$ cat src/rtl/fqp_pkg.sv
// shared types and constants for the fastq record parser
package fqp_pkg;

  localparam logic [7:0] CH_NUL   = 8'h00;
  localparam logic [7:0] CH_NL    = 8'h0A;
  localparam logic [7:0] CH_SP    = 8'h20;
  localparam logic [7:0] CH_PLUS  = 8'h2B;
  localparam logic [7:0] CH_AT    = 8'h40;
  localparam logic [7:0] PRINT_LO = 8'h21;
  localparam logic [7:0] PRINT_HI = 8'h7E;

  typedef enum logic [2:0] {
    PH_GAP   = 3'd0,
    PH_NAME  = 3'd1,
    PH_BASES = 3'd2,
    PH_PLUS  = 3'd3,
    PH_QUAL  = 3'd4,
    PH_HALT  = 3'd5
  } fqp_phase_e;

  typedef enum logic [2:0] {
    KIND_NAME       = 3'd0,
    KIND_BASE       = 3'd1,
    KIND_QUAL       = 3'd2,
    KIND_DONE       = 3'd3,
    KIND_CLEAN_END  = 3'd4,
    KIND_BAD_MARKER = 3'd5,
    KIND_INCOMPLETE = 3'd6
  } fqp_kind_e;

  typedef enum logic [1:0] {
    CFG_ORIENT    = 2'd0,
    CFG_MAX_READS = 2'd1,
    CFG_MAX_BASES = 2'd2
  } fqp_cfg_idx_e;

  typedef struct packed {
    logic [3:0]  orient_flags;
    logic [31:0] read_limit;
    logic [31:0] max_bases;
  } fqp_cfg_t;

  typedef struct packed {
    fqp_kind_e   kind;
    logic [7:0]  value;
    logic [15:0] record_len;
    logic [31:0] line_number;
    logic [31:0] chunk_reads;
    logic        chunk_full;
  } fqp_result_t;

  typedef struct packed {
    logic res_valid;
    logic halted;
  } fqp_status_t;

endpackage

$ cat src/rtl/fqp_if.sv
// valid/ready channel interfaces for the parser input and result streams
interface fqp_in_if;
  logic       valid;
  logic       ready;
  logic [7:0] in_byte;
  logic       at_end;

  modport source (output valid, output in_byte, output at_end, input ready);
  modport sink (input valid, input in_byte, input at_end, output ready);
endinterface

interface fqp_out_if;
  logic        valid;
  logic        ready;
  logic [2:0]  kind;
  logic [7:0]  value;
  logic [15:0] record_len;
  logic [31:0] line_number;
  logic [31:0] chunk_reads;
  logic        chunk_full;

  modport source (output valid, output kind, output value, output record_len,
                  output line_number, output chunk_reads, output chunk_full,
                  input ready);
  modport sink (input valid, input kind, input value, input record_len,
                input line_number, input chunk_reads, input chunk_full,
                output ready);
endinterface

$ cat src/rtl/fqp_cfg_regs.sv
// configuration register file
module fqp_cfg_regs (
  input  logic              clk_i,
  input  logic              rst_ni,
  input  logic              cfg_we_i,
  input  logic [1:0]        cfg_idx_i,
  input  logic [31:0]       cfg_data_i,
  output fqp_pkg::fqp_cfg_t cfg_o
);
  import fqp_pkg::*;

  fqp_cfg_t cfg_q, cfg_d;

  always_comb begin
    cfg_d = cfg_q;
    if (cfg_we_i) begin
      unique case (cfg_idx_i)
        CFG_ORIENT:    cfg_d.orient_flags = cfg_data_i[3:0];
        CFG_MAX_READS: cfg_d.read_limit = cfg_data_i;
        CFG_MAX_BASES: cfg_d.max_bases = cfg_data_i;
        default: ;
      endcase
    end
  end

  always_ff @(posedge clk_i or negedge rst_ni) begin
    if (!rst_ni) begin
      cfg_q.orient_flags <= 4'd1;
      cfg_q.read_limit   <= '1;
      cfg_q.max_bases    <= '1;
    end else begin
      cfg_q <= cfg_d;
    end
  end

  assign cfg_o = cfg_q;
endmodule

$ cat src/rtl/fqp_core.sv
// parse state machine, line and chunk counters, result formation
module fqp_core #(
  parameter int unsigned LONG_READ_RESERVE = 32768
) (
  input  logic                 clk_i,
  input  logic                 rst_ni,
  input  fqp_pkg::fqp_cfg_t    cfg_i,
  input  logic [7:0]           in_byte_i,
  input  logic                 at_end_i,
  input  logic                 fire_i,
  output fqp_pkg::fqp_status_t status_o,
  output fqp_pkg::fqp_result_t result_o
);
  import fqp_pkg::*;

  localparam int RES_W = $clog2(LONG_READ_RESERVE + 1) + 3;

  fqp_phase_e  phase_q, phase_d;
  logic [31:0] line_q, line_d;
  logic [15:0] qual_q, qual_d;
  logic [31:0] reads_q, reads_d;
  logic [39:0] bases_q, bases_d;

  logic        eol, printable, count_line;
  logic [2:0]  mult;
  logic [18:0] qprod;
  logic [40:0] b_sum;
  logic [39:0] b_sat;
  logic [32:0] r_sum;
  logic [31:0] r_sat;
  logic [32:0] r_lim;
  logic [RES_W-1:0] res_prod;
  logic [40:0] b_lim;
  logic        full;
  fqp_result_t res;
  logic        res_valid;

  assign eol       = (in_byte_i == CH_NL) || (in_byte_i == CH_NUL);
  assign printable = (in_byte_i >= PRINT_LO) && (in_byte_i <= PRINT_HI);

  always_comb begin
    count_line = 1'b0;
    if (!at_end_i) begin
      case (phase_q) inside
        PH_GAP, PH_BASES: count_line = (in_byte_i == CH_NL);
        PH_NAME, PH_PLUS, PH_QUAL: count_line = eol;
        default: count_line = 1'b0;
      endcase
    end
  end

  assign line_d = (count_line && (line_q != '1)) ? line_q + 32'd1 : line_q;

  // record accounting at the end of a quality line
  assign mult  = 3'({2'b0, cfg_i.orient_flags[0]} + {2'b0, cfg_i.orient_flags[1]}
                  + {2'b0, cfg_i.orient_flags[2]} + {2'b0, cfg_i.orient_flags[3]});
  assign qprod = 19'(mult) * 19'(qual_q);
  assign b_sum = {1'b0, bases_q} + 41'(qprod);
  assign b_sat = b_sum[40] ? '1 : b_sum[39:0];
  assign r_sum = {1'b0, reads_q} + 33'(mult);
  assign r_sat = r_sum[32] ? '1 : r_sum[31:0];

  // fit thresholds depend on configuration only
  assign res_prod = RES_W'(mult) * RES_W'(LONG_READ_RESERVE);
  assign r_lim    = {1'b0, cfg_i.read_limit} - 33'(mult);
  assign b_lim    = 41'(cfg_i.max_bases) - 41'(res_prod);
  assign full     = r_lim[32] || (r_sat > r_lim[31:0])
                 || b_lim[40] || (b_sat > b_lim[39:0]);

  // next state
  always_comb begin
    phase_d = phase_q;
    qual_d  = qual_q;
    reads_d = reads_q;
    bases_d = bases_q;
    unique case (phase_q)
      PH_GAP: begin
        if (at_end_i) begin
          phase_d = PH_HALT;
        end else if (in_byte_i == CH_AT) begin
          phase_d = PH_NAME;
          qual_d  = '0;
        end else if ((in_byte_i != CH_NL) && (in_byte_i != CH_SP)) begin
          phase_d = PH_HALT;
        end
      end
      PH_NAME: begin
        if (at_end_i) phase_d = PH_HALT;
        else if (eol) phase_d = PH_BASES;
      end
      PH_BASES: begin
        if (at_end_i) phase_d = PH_HALT;
        else if ((in_byte_i == CH_PLUS) || (in_byte_i == CH_NUL)) phase_d = PH_PLUS;
      end
      PH_PLUS: begin
        if (at_end_i) begin
          phase_d = PH_HALT;
        end else if (eol) begin
          phase_d = PH_QUAL;
          qual_d  = '0;
        end
      end
      PH_QUAL: begin
        if (at_end_i) begin
          phase_d = PH_HALT;
        end else if (eol) begin
          phase_d = PH_GAP;
          qual_d  = '0;
          reads_d = full ? '0 : r_sat;
          bases_d = full ? '0 : b_sat;
        end else if (qual_q != '1) begin
          qual_d = qual_q + 16'd1;
        end
      end
      PH_HALT: phase_d = PH_HALT;
      default: phase_d = PH_HALT;
    endcase
  end

  // result
  always_comb begin
    res_valid       = 1'b0;
    res.kind        = KIND_NAME;
    res.value       = '0;
    res.record_len  = '0;
    res.line_number = line_d;
    res.chunk_reads = reads_q;
    res.chunk_full  = 1'b0;
    unique case (phase_q)
      PH_GAP: begin
        if (at_end_i) begin
          res_valid = 1'b1;
          res.kind  = KIND_CLEAN_END;
        end else if ((in_byte_i != CH_NL) && (in_byte_i != CH_SP)
                     && (in_byte_i != CH_AT)) begin
          res_valid = 1'b1;
          res.kind  = KIND_BAD_MARKER;
          res.value = in_byte_i;
        end
      end
      PH_NAME: begin
        if (at_end_i) begin
          res_valid = 1'b1;
          res.kind  = KIND_INCOMPLETE;
        end else if (!eol) begin
          res_valid = 1'b1;
          res.kind  = KIND_NAME;
          res.value = in_byte_i;
        end
      end
      PH_BASES: begin
        if (at_end_i) begin
          res_valid = 1'b1;
          res.kind  = KIND_INCOMPLETE;
        end else if ((in_byte_i != CH_PLUS) && printable) begin
          res_valid = 1'b1;
          res.kind  = KIND_BASE;
          res.value = in_byte_i;
        end
      end
      PH_PLUS: begin
        if (at_end_i) begin
          res_valid = 1'b1;
          res.kind  = KIND_INCOMPLETE;
        end
      end
      PH_QUAL: begin
        res_valid = 1'b1;
        if (at_end_i) begin
          res.kind = KIND_INCOMPLETE;
        end else if (eol) begin
          res.kind        = KIND_DONE;
          res.record_len  = qual_q;
          res.chunk_reads = r_sat;
          res.chunk_full  = full;
        end else begin
          res.kind  = KIND_QUAL;
          res.value = in_byte_i;
        end
      end
      PH_HALT: res_valid = 1'b0;
      default: res_valid = 1'b0;
    endcase
  end

  always_ff @(posedge clk_i or negedge rst_ni) begin
    if (!rst_ni) begin
      phase_q <= PH_GAP;
      line_q  <= '0;
      qual_q  <= '0;
      reads_q <= '0;
      bases_q <= '0;
    end else if (fire_i) begin
      phase_q <= phase_d;
      line_q  <= line_d;
      qual_q  <= qual_d;
      reads_q <= reads_d;
      bases_q <= bases_d;
    end
  end

  assign status_o.res_valid = res_valid;
  assign status_o.halted    = (phase_q == PH_HALT);
  assign result_o           = res;
endmodule

$ cat src/rtl/fqp_out_stage.sv
// result register between the parser and the output channel
module fqp_out_stage (
  input  logic                 clk_i,
  input  logic                 rst_ni,
  input  logic                 load_i,
  input  fqp_pkg::fqp_result_t result_i,
  input  logic                 ready_i,
  output logic                 valid_o,
  output fqp_pkg::fqp_result_t result_o
);
  import fqp_pkg::*;

  logic        valid_q;
  fqp_result_t data_q;

  always_ff @(posedge clk_i or negedge rst_ni) begin
    if (!rst_ni) begin
      valid_q <= 1'b0;
    end else if (load_i) begin
      valid_q <= 1'b1;
    end else if (ready_i) begin
      valid_q <= 1'b0;
    end
  end

  always_ff @(posedge clk_i) begin
    if (load_i) begin
      data_q <= result_i;
    end
  end

  assign valid_o  = valid_q;
  assign result_o = data_q;
endmodule

$ cat src/rtl/fastq_record_parser.sv
// fastq record parser top level
// Input channel in_i carries one text byte per item (in_byte) or an end mark
// (at_end). Output channel out_o carries zero or one result per input item:
// name, base and quality bytes, record done with length and chunk figures,
// clean end, bad marker or incomplete record. Configuration registers are
// written through cfg_we_i / cfg_idx_i / cfg_data_i; the user must do so only
// while no item is in flight, which the block does not enforce. An accepted
// byte sits in an input register; when it fires, the parser updates its state
// and loads the result register, which drives out_o. One item is taken every
// cycle unless a result must wait; the parse step and the chunk fit test fit
// in the single stage between the two registers. Items that give no result
// leave even while out_o stalls; an item that gives a result waits in the
// input register until the result register is free, and ready on in_i then drops.
// Reset clears the parse state to the gap before a record, zeroes the line,
// length and chunk counters and loads the register reset values. After a
// clean end, bad marker or incomplete result the parser halts and drops
// every later item until reset.
module fastq_record_parser #(
  parameter int unsigned LONG_READ_RESERVE = 32768
) (
  input  logic        clk_i,
  input  logic        rst_ni,
  fqp_in_if.sink      in_i,
  fqp_out_if.source   out_o,
  input  logic        cfg_we_i,
  input  logic [1:0]  cfg_idx_i,
  input  logic [31:0] cfg_data_i
);
  import fqp_pkg::*;

  fqp_cfg_t    cfg;
  fqp_status_t status;
  fqp_result_t result, out_res;

  logic       s1_valid_q;
  logic [7:0] s1_byte_q;
  logic       s1_end_q;
  logic       s1_fire, res_load, out_free, out_valid;

  assign out_free  = !out_valid || out_o.ready;
  assign s1_fire   = s1_valid_q && (!status.res_valid || out_free);
  assign res_load  = s1_fire && status.res_valid;
  assign in_i.ready = !s1_valid_q || s1_fire;

  always_ff @(posedge clk_i or negedge rst_ni) begin
    if (!rst_ni) begin
      s1_valid_q <= 1'b0;
    end else if (in_i.ready) begin
      s1_valid_q <= in_i.valid;
    end
  end

  always_ff @(posedge clk_i) begin
    if (in_i.valid && in_i.ready) begin
      s1_byte_q <= in_i.in_byte;
      s1_end_q  <= in_i.at_end;
    end
  end

  fqp_cfg_regs u_cfg (
    .clk_i      (clk_i),
    .rst_ni     (rst_ni),
    .cfg_we_i   (cfg_we_i),
    .cfg_idx_i  (cfg_idx_i),
    .cfg_data_i (cfg_data_i),
    .cfg_o      (cfg)
  );

  fqp_core #(
    .LONG_READ_RESERVE (LONG_READ_RESERVE)
  ) u_core (
    .clk_i     (clk_i),
    .rst_ni    (rst_ni),
    .cfg_i     (cfg),
    .in_byte_i (s1_byte_q),
    .at_end_i  (s1_end_q),
    .fire_i    (s1_fire),
    .status_o  (status),
    .result_o  (result)
  );

  fqp_out_stage u_out (
    .clk_i    (clk_i),
    .rst_ni   (rst_ni),
    .load_i   (res_load),
    .result_i (result),
    .ready_i  (out_o.ready),
    .valid_o  (out_valid),
    .result_o (out_res)
  );

  assign out_o.valid       = out_valid;
  assign out_o.kind        = out_res.kind;
  assign out_o.value       = out_res.value;
  assign out_o.record_len  = out_res.record_len;
  assign out_o.line_number = out_res.line_number;
  assign out_o.chunk_reads = out_res.chunk_reads;
  assign out_o.chunk_full  = out_res.chunk_full;

`ifndef SYNTHESIS
  a_halt_silent: assert property (@(posedge clk_i) disable iff (!rst_ni)
    status.halted |-> !status.res_valid)
    else $error("halted parser produced a result");

  a_terminal_halts: assert property (@(posedge clk_i) disable iff (!rst_ni)
    (res_load && (result.kind == KIND_CLEAN_END || result.kind == KIND_BAD_MARKER
                  || result.kind == KIND_INCOMPLETE)) |=> status.halted)
    else $error("terminal result did not halt the parser");

  a_full_only_done: assert property (@(posedge clk_i) disable iff (!rst_ni)
    out_valid |-> (!out_res.chunk_full || out_res.kind == KIND_DONE))
    else $error("chunk_full set on a result other than record done");
`endif
endmodule

$ cat src/flat_wrapper.sv
// flat-port wrapper written by rule: the top's interface ports become plain ports
module fastq_record_parser_flat import fqp_pkg::*;
#(
  parameter int unsigned LONG_READ_RESERVE = 32768
)
  (clk_i, rst_ni, cfg_we_i, cfg_idx_i, cfg_data_i, in_i_valid, in_i_in_byte, in_i_at_end, in_i_ready, out_o_valid, out_o_kind, out_o_value, out_o_record_len, out_o_line_number, out_o_chunk_reads, out_o_chunk_full, out_o_ready);
  fqp_in_if in_i_i ();
  fqp_out_if out_o_i ();
  input  logic clk_i;
  input  logic rst_ni;
  input  logic cfg_we_i;
  input  logic [1:0] cfg_idx_i;
  input  logic [31:0] cfg_data_i;
  input wire logic [$bits(in_i_i.valid)-1:0] in_i_valid;
  input wire logic [$bits(in_i_i.in_byte)-1:0] in_i_in_byte;
  input wire logic [$bits(in_i_i.at_end)-1:0] in_i_at_end;
  output wire logic [$bits(in_i_i.ready)-1:0] in_i_ready;
  output wire logic [$bits(out_o_i.valid)-1:0] out_o_valid;
  output wire logic [$bits(out_o_i.kind)-1:0] out_o_kind;
  output wire logic [$bits(out_o_i.value)-1:0] out_o_value;
  output wire logic [$bits(out_o_i.record_len)-1:0] out_o_record_len;
  output wire logic [$bits(out_o_i.line_number)-1:0] out_o_line_number;
  output wire logic [$bits(out_o_i.chunk_reads)-1:0] out_o_chunk_reads;
  output wire logic [$bits(out_o_i.chunk_full)-1:0] out_o_chunk_full;
  input wire logic [$bits(out_o_i.ready)-1:0] out_o_ready;
  assign in_i_i.valid = in_i_valid;
  assign in_i_i.in_byte = in_i_in_byte;
  assign in_i_i.at_end = in_i_at_end;
  assign in_i_ready = in_i_i.ready;
  assign out_o_valid = out_o_i.valid;
  assign out_o_kind = out_o_i.kind;
  assign out_o_value = out_o_i.value;
  assign out_o_record_len = out_o_i.record_len;
  assign out_o_line_number = out_o_i.line_number;
  assign out_o_chunk_reads = out_o_i.chunk_reads;
  assign out_o_chunk_full = out_o_i.chunk_full;
  assign out_o_i.ready = out_o_ready;
  fastq_record_parser #(.LONG_READ_RESERVE(LONG_READ_RESERVE)) u_core (.clk_i(clk_i), .rst_ni(rst_ni), .in_i(in_i_i), .out_o(out_o_i), .cfg_we_i(cfg_we_i), .cfg_idx_i(cfg_idx_i), .cfg_data_i(cfg_data_i));
endmodule
$ cat config.mk
export PLATFORM = sky130hd
export DESIGN_NAME = fastq_record_parser_flat
export DESIGN_NICKNAME = d
export VERILOG_FILES = /design/src/rtl/fqp_pkg.sv /design/src/rtl/fqp_if.sv /design/src/rtl/fqp_cfg_regs.sv /design/src/rtl/fqp_core.sv /design/src/rtl/fqp_out_stage.sv /design/src/rtl/fastq_record_parser.sv /design/src/flat_wrapper.sv
export SDC_FILE = /design/constraint.sdc
export NUM_CORES = 1
export LEC_CHECK = 0
export BUFFER_PORTS_ARGS = -buffer_cell sky130_fd_sc_hd__buf_2
export CAP_MARGIN = 20
export CORE_ASPECT_RATIO = 1.4
export CORE_MARGIN = 1.5
export CORE_UTILIZATION = 50
export DETAILED_ROUTE_END_ITERATION = 7
export HOLD_SLACK_MARGIN = 0.05
export PLACE_DENSITY = 0.71
export SLEW_MARGIN = 10
export SYNTH_ARGS = -nofsm -noshare
export SYNTH_HDL_FRONTEND = slang
export SYNTH_HIERARCHICAL = 1
export SYNTH_SLANG_ARGS = --single-unit
$ cat constraint.sdc
create_clock -name clk_i -period 8.39 [get_ports clk_i]
set_input_delay 0.4195 -clock clk_i [delete_from_list [all_inputs] [get_ports clk_i]]
set_output_delay 0.4195 -clock clk_i [all_outputs]
set_load 0.02 [all_outputs]
Yosys cells after proc, flatten, opt, wreduce, memory -nomap -nowiden
Index checks and enable logic that the tools add are counted.
W data, S select, Z words.
{"block": "totals", "memories": 0, "out_inout_bits": 94, "wordCells": 152, "regBits": 294, "inputBits": 48, "mem_bits_rw": 0, "latch_bits": 0, "mem_bits_ro": 0}
{"block": "classes", "n_eq_ne": 26, "n_lt_le_gt_ge": 4, "multipliers": 1, "div_mod_pow": 0, "n_mux": 58, "shifts": 0, "add_sub_neg": 9, "reduce_logical": 33, "bitwise_logic": 3}
{"cell": "$mux W16", "count": 8}
{"cell": "$mux W33", "count": 3}
{"cell": "$mux W32", "count": 3}
{"cell": "$mux W40", "count": 2}
{"cell": "$mux W3", "count": 16}
{"cell": "$pmux W16 S3", "count": 1}
{"cell": "$add A40 B19 Y41", "count": 1}
{"cell": "$gt A40 B40 Y1", "count": 1}
{"cell": "$mux W8", "count": 5}
{"cell": "$add A32 B3 Y33", "count": 1}
{"cell": "$sub A32 B18 Y33", "count": 1}
{"cell": "$sub A32 B3 Y33", "count": 1}
{"cell": "$add A32 B1 Y32 const B", "count": 1}
{"cell": "$gt A32 B32 Y1", "count": 1}
{"cell": "$ne A32 B32 Y1 const B", "count": 1}
{"cell": "$pmux W8 S4", "count": 1}
{"cell": "$pmux W3 S5", "count": 2}
{"cell": "$mux W24", "count": 1}
{"cell": "$mul A3 B16 Y19", "count": 1}
{"cell": "$add A16 B1 Y16 const B", "count": 1}
{"cell": "$ne A16 B16 Y1 const B", "count": 1}
{"cell": "$ne A8 B6 Y1 const B", "count": 2}
{"cell": "$mux W1", "count": 13}
{"cell": "$ne A3 B2 Y1 const B", "count": 4}
{"cell": "other kinds (37)", "count": 62}

Depth between registers and ports, before layout
{"block": "depth", "ltp_word": 12, "mapped_depth": 28, "depth_no_buf": 25}

Modules after synthesis
Netlist, hierarchy kept.
{"mod": "fqp_core", "cells_each": 1659, "n_inst": 1, "seq_area_each_um2": 3078.0, "area_per_inst_um2": 13057.5}
{"mod": "fqp_cfg_regs", "cells_each": 145, "n_inst": 1, "seq_area_each_um2": 1783.0, "area_per_inst_um2": 2911.5}
{"mod": "fqp_out_stage", "cells_each": 95, "n_inst": 1, "seq_area_each_um2": 2787.7, "area_per_inst_um2": 2798.9}
{"mod": "fastq_record_parser", "cells_each": 17, "n_inst": 1, "seq_area_each_um2": 295.3, "area_per_inst_um2": 352.8}

Worst setup path before layout
OpenSTA, ideal clock, no wires.
{"block": "synth_path", "path_kind": "register to register", "startpoint": "reg u_core.u_cfg.cfg_q, in the netlist u_core/u_cfg/cfg_o[64]", "endpoint": "reg u_core.u_core.bases_q[33]", "synth_period_minus_slack_ns": 7.063, "slack_ns": 1.327, "t_arrival_ns": 6.919, "path_stages_with_launch": 28, "path_buffers": 4, "required_time_ns": 8.246, "setup_time_ns": 0.144, "cell_sequence": "dfstp_2 fa_1 ha_1 ha_1 clkbuf_1 and2_1 fa_1 inv_1 fa_1 inv_1 ha_1 or2_2 a21oi_1 or2_1 a211oi_1 o211ai_1 clkbuf_1 clkbuf_1 nand2_1 ha_1 nand4_1 or4_1 a41oi_1 o21a_1 a31oi_1 a31oi_4 buf_4 a311oi_1"}
{"block": "synth_between", "elab_chain_cells": 10, "elab_cells_between_ends": 16, "classes_between": "add/sub: 7; mul: 1; order compare: 2; mux: 3; reduce/logical: 3"}
{"item": "from (decl)", "line": "fqp_cfg_regs.sv:12", "source": "fqp_cfg_t cfg_q, cfg_d;"}
{"item": "from (signal assigned)", "line": "fqp_cfg_regs.sv:32", "source": "cfg_q <= cfg_d;"}
{"item": "$add A1 B1 Y2 *", "line": "fqp_core.sv:55", "source": "assign mult = 3'({2'b0, cfg_i.orient_flags[0]} + {2'b0, cfg_i.orient_flags[1]}"}
{"item": "$add A2 B1 Y3 *", "line": "fqp_core.sv:56", "source": "+ {2'b0, cfg_i.orient_flags[2]} + {2'b0, cfg_i.orient_flags[3]});"}
{"item": "$add A3 B1 Y3 *", "line": "fqp_core.sv:56"}
{"item": "parallel branches: the longest is 6 deep, another holds $add A40 B19 Y41"}
{"item": "$mux W40 *", "line": "fqp_core.sv:110", "source": "bases_d = full ? '0 : b_sat;"}
{"item": "to (signal assigned)", "line": "fqp_core.sv:198", "source": "bases_q <= bases_d;"}
{"item": "to (decl)", "line": "fqp_core.sv:22", "source": "logic [39:0] bases_q, bases_d;"}
Every way passes the cells marked *.
A chain may end at the register's enable or synchronous reset.

Worst setup path in the final report
{"block": "layout_path", "startpoint": "reg u_core.u_cfg.cfg_q, in the netlist u_core/u_cfg/cfg_o[64]", "endpoint": "reg u_core.u_core.bases_q[24]"}
Same word-level chain as after synthesis.

==> impl_metrics.xml <==
<?xml version="1.0" encoding="UTF-8"?>
<metrics>
  <group name="worst_setup_path">
    <metric name="worst_setup_path_start_kind" unit="">register</metric>
    <metric name="cell_family_with_most_cp_delay" unit="">adder cells</metric>
    <metric name="rr_worst_depth" unit="">25</metric>
    <metric name="rr_endpoint" unit="">u_core/u_core/bases_q[24]</metric>
    <metric name="critical_path.max_stage_delay" unit="ns">0.54</metric>
    <metric name="path_class" unit="">reg2reg</metric>
    <metric name="cpMostUsedCell" unit="">sky130_fd_sc_hd__fa_1</metric>
    <metric name="setup.worst_path.end_class" unit="">register</metric>
    <metric name="rrSetupSlack" unit="ns">0.65</metric>
    <metric name="worstReg2RegStart" unit="">u_core/u_cfg/cfg_o[64]</metric>
    <metric name="worstPathArrival" unit="ns">8.22</metric>
    <metric name="timing.critical_path.buf_inv" unit="">4</metric>
    <metric name="cp_max_fo" unit="">35</metric>
    <metric name="critical_path_cell_with_the_highest_stage_delay" unit="">sky130_fd_sc_hd__dfstp_2</metric>
    <metric name="timing.critical_path.required" unit="ns">8.87</metric>
  </group>
  <group name="logic_synthesis">
    <metric name="syn_inst" unit="">1915</metric>
    <metric name="syn-num-nets" unit="">2105</metric>
    <metric name="synth.cell_area" unit="µm²">19100</metric>
    <metric name="synth_warnings" unit="">6</metric>
    <metric name="synthesis.area_per_instance" unit="µm²">9.98</metric>
  </group>
  <group name="pwr">
    <metric name="power_leakage" unit="µW">0.00929</metric>
    <metric name="power.density" unit="nW/µm²">206</metric>
    <metric name="vdd_ir_drop_max" unit="mV">0.168</metric>
  </group>
  <group name="placement">
    <metric name="dp_hpwl" unit="µm">33600</metric>
    <metric name="dpl_worst_slack" unit="ns">0.675</metric>
    <metric name="gp_congestion" unit="">0.899</metric>
    <metric name="detailed_place.area" unit="µm²">20200</metric>
    <metric name="buffer_ports.inserted" unit="">141</metric>
  </group>
  <group name="finish">
    <metric name="drive_above_1_share" unit="%">18.1</metric>
    <metric name="layout_commonest_cell" unit="">sky130_fd_sc_hd__nand2_1</metric>
    <metric name="synthToLayoutAreaGrowth" unit="%">11.5</metric>
    <metric name="layout.core_utilization" unit="%">56.6</metric>
    <metric name="design_area" unit="µm²">21300</metric>
    <metric name="most-common-layout-cells" unit="">sky130_fd_sc_hd__nand2_1 (190), sky130_fd_sc_hd__inv_1 (164), sky130_fd_sc_hd__buf_2 (140)</metric>
    <metric name="num-nets-final" unit="">2233</metric>
  </group>
  <group name="die">
    <metric name="fp.dieArea" unit="µm²">39400</metric>
    <metric name="die_width" unit="µm">168</metric>
    <metric name="start_util" unit="%">50.8</metric>
    <metric name="rows" unit="">84</metric>
    <metric name="die_y" unit="µm">234</metric>
    <metric name="placeableCoreArea" unit="µm²">37600</metric>
    <metric name="ios" unit="">142</metric>
  </group>
  <group name="routing">
    <metric name="dr_total_vias" unit="">14600</metric>
    <metric name="wl_per_cell" unit="µm">18.0</metric>
    <metric name="drc" unit="">0</metric>
    <metric name="detailed_router_iteration_count_before_antenna_repair" unit="">5</metric>
    <metric name="totalWireLength" unit="µm">45600</metric>
    <metric name="detailedRoute.firstIterationViolations" unit="">968</metric>
    <metric name="average_via_count_per_standard_cell" unit="">5.74</metric>
    <metric name="route.antenna.remaining_nets" unit="">0</metric>
  </group>
  <group name="global_routing">
    <metric name="first_global_vias" unit="">14800</metric>
    <metric name="initial_antenna_violation_count" unit="">1</metric>
    <metric name="global_route_wire_length_before_repair" unit="µm">75300</metric>
    <metric name="grt_start_max_net_pins" unit="">120</metric>
    <metric name="grt_remaining_overflow" unit="">0</metric>
    <metric name="grt_usage" unit="%">23.7</metric>
  </group>
  <group name="timing">
    <metric name="time_the_worst_path_needs_with_i_o_delays_and_setup" unit="ns">7.74</metric>
    <metric name="slew_limit_fails" unit="">0</metric>
    <metric name="final-hold-violation-count" unit="">0</metric>
    <metric name="rsz0062_at_grt" unit="">no</metric>
    <metric name="setup_viol_count_final" unit="">0</metric>
    <metric name="clock_skew" unit="ns">0.0263</metric>
    <metric name="final.period_utilization" unit="%">92.3</metric>
    <metric name="worst_pin_slew" unit="ns">0.984</metric>
    <metric name="holdWs" unit="ns">0.0805</metric>
    <metric name="fin_setup_tns" unit="ns">0</metric>
    <metric name="slew_headroom" unit="%">33.8</metric>
    <metric name="final.setup.worst_slack" unit="ns">0.647</metric>
    <metric name="maxClockFrequency" unit="GHz">0.129</metric>
  </group>
  <group name="cts">
    <metric name="cts_made_buffers" unit="">30</metric>
    <metric name="cts_post_setup_buffers_inserted" unit="">0</metric>
    <metric name="cts-root-buf" unit="">sky130_fd_sc_hd__clkbuf_16</metric>
    <metric name="clockBufferDepth" unit="">3</metric>
    <metric name="htree_levels" unit="">1</metric>
    <metric name="clock_sink_count" unit="">294</metric>
    <metric name="tritoncts" unit="">done</metric>
    <metric name="worst_skew_pair.late_latency" unit="ns">0.60</metric>
    <metric name="clk_transition_reported_paths" unit="ns">0.06</metric>
  </group>
  <group name="flow_run">
    <metric name="maxCapViolations" unit="">0</metric>
  </group>
  <group name="worst_hold_path">
    <metric name="hold-path-endpoint" unit="">u_core/u_cfg/cfg_o[61]</metric>
    <metric name="min_delay_path_depth" unit="">2</metric>
    <metric name="worst_hold_startpoint" unit="">cfg_data_i[29]</metric>
    <metric name="min_path_type" unit="">in2reg</metric>
  </group>
  <group name="run_status">
    <metric name="run_status" unit="">finished clean</metric>
  </group>
</metrics>
## sequential cells by signal (all words and copies together) (netlist names)
name and count:
u_core/s1_valid_q 1, u_core/s1_byte_q 8, u_core/u_out/result_o 92, u_core/s1_end_q 1
u_core/u_core/line_q 32, u_core/u_cfg/cfg_o 68, u_core/u_out/valid_o 1, u_core/u_core/qual_q 16
u_core/u_core/phase_q 3, u_core/u_core/reads_q 32, u_core/u_core/bases_q 40
## report_power, final
group          leakage (µW)  total (µW)  switching, µW  internal (µW)
registers           0.00307        1670           76.8           1590
clock network      0.000462        1310            589            722
logic               0.00575        1420            802            614
total               0.00929        4400           1470           2930
## area by class of cell
type	instances	area, µm²
fillers	3265	16300
multi-input cells	1383	10200
flip-flops and latches	294	7940
repair buffers	170	980
clock buffers	41	822
inverters	164	616
well taps	473	592
clock inverters	15	141
diodes	1	2.50
## how the worst max path moves through the flow
stage                                            to  cells after the start                   start
after floorplan           u_core/u_core/bases_q[33]                     27  u_core/u_cfg/cfg_o[64]
after global placement     u_core/u_core/reads_q[3]                     27  u_core/u_cfg/cfg_o[64]
after detailed placement  u_core/u_core/bases_q[32]                     25  u_core/u_cfg/cfg_o[64]
after CTS                 u_core/u_core/bases_q[24]                     25  u_core/u_cfg/cfg_o[64]
after global routing      u_core/u_core/bases_q[24]                     25  u_core/u_cfg/cfg_o[64]
final                     u_core/u_core/bases_q[24]                     25  u_core/u_cfg/cfg_o[64]
## layer usage
| layer | track usage [%] | vias up | wire, µm | share of wire, % |
|---|---|---|---|---|
| met2 | 43.0 | 374 | 23100 | 51 |
| met4 | 7.92 | 0 | 1270 | 2.8 |
| met3 | 2.53 | 74 | 1960 | 4.3 |
| li1 | - | 6994 | - | - |
| met1 | 29.3 | 7134 | 19300 | 42 |
| met5 | 0 | - | 0 | 0 |
## through the flow
stage	power (µW)	std cells
finish	4400	2541
global route	4680	2540
CTS	4420	2539
detailed placement	3090	2472
global placement	3060	2472
floorplan	2700	1915
## what timing repair did
action | 4_1_cts | 5_1_grt
resized for setup | 0 | 0
hold buffers | 11 | 0
hold endpoints to repair | 15 | 0
No activity file was read; power rests on OpenSTA's default activity.
